**src/rtl/imhq_pkg.sv**
```systemverilog
// Shared types and codes for the indexed min-heap priority queue.
package imhq_pkg;

  typedef enum logic [1:0] {
    CMD_INSERT  = 2'd0,
    CMD_SET_KEY = 2'd1,
    CMD_REMOVE  = 2'd2,
    CMD_DEL_MIN = 2'd3
  } cmd_e;

  typedef enum logic [2:0] {
    ST_OK        = 3'd0,
    ST_FULL      = 3'd1,
    ST_DUPLICATE = 3'd2,
    ST_NOT_FOUND = 3'd3,
    ST_EMPTY     = 3'd4
  } status_e;

  typedef enum logic [3:0] {
    S_IDLE,
    S_LOOKUP,
    S_FETCH,
    S_FETCH_WAIT,
    S_UP_RD,
    S_UP_CMP,
    S_DN_RD,
    S_DN_WAIT,
    S_DN_CMP,
    S_PLACE,
    S_DONE
  } state_e;

  localparam int unsigned IdBits   = 8;
  localparam int unsigned CapBits  = 7;
  localparam int unsigned DataBits = 32;

endpackage

```
**src/rtl/imhq_pos_table.sv**
```systemverilog
// Id table: heap position memory plus present bits cleared at reset.
module imhq_pos_table import imhq_pkg::*; #(
  parameter int unsigned IdCount = 256,
  parameter int unsigned PosBits = 6,
  parameter int unsigned IdxBits = 8
) (
  input  logic               clk_i,
  input  logic               rst_ni,
  input  logic               pos_we_i,
  input  logic [IdxBits-1:0] pos_waddr_i,
  input  logic [PosBits-1:0] pos_wdata_i,
  input  logic [IdxBits-1:0] raddr_i,
  output logic [PosBits-1:0] pos_o,
  output logic               present_o,
  input  logic               pres_we_i,
  input  logic [IdxBits-1:0] pres_waddr_i,
  input  logic               pres_wdata_i
);

  logic [PosBits-1:0] pos_mem [IdCount];
  logic [IdCount-1:0] present_q;

  always_ff @(posedge clk_i) begin
    if (pos_we_i) begin
      pos_mem[pos_waddr_i] <= pos_wdata_i;
    end
    pos_o <= pos_mem[raddr_i];
  end

  // present flags, one per id
  always_ff @(posedge clk_i or negedge rst_ni) begin
    if (!rst_ni) begin
      present_q <= '0;
      present_o <= 1'b0;
    end else begin
      if (pres_we_i) begin
        present_q[pres_waddr_i] <= pres_wdata_i;
      end
      present_o <= present_q[raddr_i];
    end
  end

endmodule

```
**config.mk**
```make
export PLATFORM = sky130hd
export DESIGN_NAME = imhq_pos_table
export DESIGN_NICKNAME = d
export VERILOG_FILES = /design/src/rtl/imhq_pkg.sv /design/src/rtl/imhq_pos_table.sv
export SDC_FILE = /design/constraint.sdc
export NUM_CORES = 2
export LEC_CHECK = 0
export BUFFER_PORTS_ARGS = -buffer_cell sky130_fd_sc_hd__buf_2
export CORE_ASPECT_RATIO = 0.9
export CORE_MARGIN = 5
export CORE_UTILIZATION = 63
export DETAILED_ROUTE_END_ITERATION = 8
export GPL_ROUTABILITY_DRIVEN = 0
export MAX_ROUTING_LAYER = met4
export PLACE_DENSITY = 0.79
export RECOVER_POWER = 25
export SYNTH_ARGS = -nofsm -noshare
export SYNTH_HDL_FRONTEND = slang
export SYNTH_SLANG_ARGS = --single-unit
```
**constraint.sdc**
```tcl
create_clock -name clk_i -period 2.6 [get_ports clk_i]
set_input_delay 0.13 -clock clk_i [delete_from_list [all_inputs] [get_ports clk_i]]
set_output_delay 0.13 -clock clk_i [all_outputs]
set_load 0.005 [all_outputs]
```
[Word-level counts from Yosys, hierarchy flattened]
Memories as Yosys holds them, arrays and structs flattened. A register that Yosys moved wholly into a read port is not among the register bits.
Index checks and enable logic that the tools add are counted.
Word-level totals
  register bits after elaboration: 257
  RAM bits: 1536
  input bits: 35
  word-level logic and storage cells: 14
  memories kept: 1
Memory list
  pos_mem: depth 256, bits a word 6, read ports 1, clocked after memory_dff 1, write ports 1, line imhq_pos_table.sv:20  | logic [PosBits-1:0] pos_mem [IdCount];
Cells by class
  magnitude comparators: 3
  muxes and demuxes: 7
  reductions and logical operators: 1
Operators by type and width (count)
  256-bit bitwise mux: 1
  8-bit by 9-bit < comparator with 1-bit output (second input constant): 2
  1-bit binary-select mux with 8-bit select: 1
  1-bit demux with 8-bit select: 1
  8-bit by 1-bit greater-or-equal comparator with 1-bit output (second input constant): 1
  1-bit 2-to-1 mux: 4
  1-bit logical AND: 1

[Longest topological paths before layout]
  depth in word-level cells: 5
  gate-level depth with buffers: 12
  gate-level depth less buffers: 6

[Least setup slack after synthesis]
No wires, ideal clock.
  path kind: input port to flip-flop
  start: input raddr_i[0]
  end: register pos_o[0], read port of pos_mem
  setup time: 0.124 ns
  arrival time: 1.948 ns
  data required time: 2.476 ns
  slack: 0.528 ns
  cell stages on the path: 9
  buffers on the path: 4
  cells stage by stage: buf_6 > buf_4 > buf_4 > buf_4 > mux4_2 > a22oi_1 > o211ai_1 > nor3_1 > nor4_1
RTL lines
  start, declared: line imhq_pos_table.sv:12  | input logic [IdxBits-1:0] raddr_i,
  end, declared: line imhq_pos_table.sv:13  | output logic [PosBits-1:0] pos_o,

==> results_dict.tcl <==
set metrics [dict create \
    p_int_mw 46.1 \
    synth_warnings 0 \
    cp.arrival_ns 3.17 \
    rr_endpoint "pos_o[0]" \
    worstHoldStart "pres_wdata_i" \
    die_w_um 370 \
    cp-start-kind "flip-flop" \
    ys_top_cells_by_count "1536 x edfxtp_1, 377 x mux4_2, 332 x nor2_1, 289 x nand2_1, 258 x mux2_2" \
    grt_pass1_wl_um 281000 \
    final_hold_viol_count 0 \
    whs_endpoint "present_q[252]" \
    holdCritPathClass "input pin to flip-flop" \
    drtPass1Iterations 6 \
    design.core.area_um2 115000 \
    r2r.worst_path.cells 6 \
    antenna_found_initial 10 \
    netlist.top_cell.by_area "edfxtp_1" \
    htree_num_levels 4 \
    setup_slack_ns 0.0567 \
    avgSynthCellArea_um2 18.2 \
    synth_edf_count 1536 \
    swShare_pct 21.8 \
    grt_pass1_vias 42100 \
    period_minus_slack_ns 2.54 \
    grt.overflow.total 0 \
    dieArea_um2 123000 \
    setup_viol 0 \
    switchingPower_mw 12.8 \
    crit_path_end_kind "flip-flop" \
    detail-route-antenna-nets 0 \
    cts_sinks 1799 \
    crit_fanout 1 \
    worstSetupPathType "flip-flop to flip-flop" \
    vdd_ir_drop_max_v 0.000676 \
    syn_nets 4057 \
    io_pins 42 \
    tns_ns 0 \
    yosysSeqAreaShare_pct 71.8 \
    fmax_mhz 393 \
    ys_seq_elements 1799 \
    die_y_um 334 \
    synthFlopType "edfxtp_1" \
    finClkSkew_ns 0.0266 \
    wl_per_cell_um 30.5 \
    async_reset_ff_share_pct 14.3 \
    violations "capacitance limit, slew limit" \
    pwr-share-seq_pct 53.9 \
    initial_utilization_pct 63.6 \
    clock_path_buffers 3 \
    status "finished, violations left" \
    clkPwrFrac_pct 39.9 \
    synth_top_area_share_pct 62.9 \
    timing.rr.start "pos_mem[138][0]" \
    cts_tree "built" \
    clkLatencyLatePin_ns 0.80 \
    drtIter0Drc 6192 \
    wl_um 190000 \
    post_cts_buffers 0 \
    clk_pin_slew_ns 0.06 \
    critical_path_required_ns 3.23 \
    cts_buffers 167 \
    synth_area_um2 73300 \
    post-place-ws_ns -0.618 \
    vias 42000 \
    slew_viol_final 571 \
    holdWs_ns 0.0545 \
    vias_per_cell 6.75 \
    leakage_nw 29.5 \
    ff2ff_setup_slack_ns 0.06 \
    holdPathStages 2 \
    grt_max_degree 111 \
    fp-row-count 118 \
    tightest_slew_ns 2.34 \
    synth_cell_types 54 \
    powerDensity_nw_per_um2 701 \
    max_slew_margin_pct -55.8 \
    comb_power_share_pct 6.2 \
    io_buffers 41 \
    finalCritPeriodShare_pct 97.8 \
    synthCells 4022 \
    fin_nets 4558 \
    drc 0 \
    n_fill_cell 6502 \
    synth_area_leaders "edfxtp_1 63%, mux4_2 12%, dfrtp_1 8.8%" \
    final_layout_size_suffix_gt1_share_pct 31.9 \
    clock-root-buffer "clkbuf_16" \
    area_delta_synth_final_pct 14.8 \
    maxCapViolCount 7 \
    grt_util_all_layers_pct 32.1 \
    yosys.cell_count.top_type "edfxtp_1" \
    dp_hpwl_um 121000 \
]
how the worst max path moves through the flow:
stage                    start  endpoint  slack, ns  cells after the start
5_1_grt         pos_mem[65][4]  pos_o[4]     -0.009                      8
3_3_place_gp        raddr_i[0]  pos_o[5]      -0.55                      9
3_5_place_dp        raddr_i[0]  pos_o[5]      -0.62                      9
4_1_cts          pos_mem[2][4]  pos_o[4]      0.008                      7
6_report       pos_mem[138][0]  pos_o[0]       0.06                      6
2_1_floorplan       raddr_i[0]  pos_o[0]       0.53                      9
cells in the final DEF, fill, tap and decap left out, drive strengths merged, types with 6 or more instances in the layout:
master,instances
o22ai,66
a22o,14
nor2,332
dfrtp,257
mux4,392
and3,20
o21ai,18
and2,7
bufinv,10
a2111oi,15
a221oi,20
inv,12
edfxtp,1536
nand3,39
mux2i,152
nand2b,20
dfxtp,6
nor3,44
o211ai,14
a21oi,51
nand4,9
nand2,289
diode,11
clkinvlp,6
nor4,34
o211a,6
a22oi,75
dlygate4sd3,16
a21o,6
nor3b,6
o221ai,8
buf,583
nor2b,22
mux2,258
clkbuf,227
clkinv,68
worst max-delay path, cell delays in order, from the launching register on:
cell	delay [ns]
edfxtp_1	0.39
mux4_2	0.48
nand2b_1	0.17
a21oi_1	0.30
nor3_1	0.15
nor3_1	0.76
nor4_1	0.15
sequential cells by signal, summed over array words and instances (netlist names):
register / count
pos_mem: 1536
pos_o: 6
present_q: 256
present_o: 1
timing repair:
item / 4_1_cts / 5_1_grt
pin swaps: 0 / 2
hold buffers: 17 / 0
gates resized for setup: 4 / 5
endpoints found under the hold margin: 573 / 0
endpoints found under the setup margin: 3 / 3
routing by layer:
| layer | share of wire, % | global-route usage (%) | up-vias |
|---|---|---|---|
| met1 | 36 | 43.4 | 21400 |
| met2 | 48 | 48.0 | 3006 |
| met3 | 12 | 7.35 | 569 |
| li1 | - | - | 17000 |
| met4 | 4.7 | 13.9 | 0 |
| met5 | 0 | - | - |
power by group through the flow:
stage	clock network (mW)	registers [mW]	logic, mW
2_1_floorplan	0	32.3	1.88
3_3_place_gp	0	32.3	3.51
3_5_place_dp	0	32.3	3.60
4_1_cts	23.8	31.7	3.67
5_1_grt	25.1	31.8	3.87
6_report	23.5	31.8	3.68
through the flow:
stage	cell area, µm²	instances	util, %	total power [mW]
after detailed placement	78900	5897	68.4	35.9
after floorplan	73300	4022	-	34.2
after CTS	84300	6213	73.1	59.2
after global placement	78900	5897	68.4	35.8
final	84200	6224	73.0	59.0
after global routing	84100	6221	73.0	60.7
cell type report:
| type | instances | area [µm²] | share of cell area (%) |
|---|---|---|---|
| Clock buffer | 207 | 4400 | 5.23 |
| Multi-Input combinational cell | 1932 | 19000 | 22.6 |
| Timing Repair Buffer | 619 | 5280 | 6.27 |
| Tap cell | 1560 | 1950 | 2.32 |
| Inverter | 4 | 15.0 | 0.0178 |
| Antenna cell | 11 | 27.5 | 0.0327 |
| Sequential cell | 1799 | 52700 | 62.6 |
| Clock inverter | 92 | 781 | 0.928 |
kinds of logic after synthesis:
group                  share of synthesized area, %
muxes                                          18.2
and+or+nand+nor                                4.84
DFF                                            71.8
buffers and inverters                          2.31
AOI/OAI and AO/OA                              2.86
Note: power is estimated with default switching activity, not from simulation.
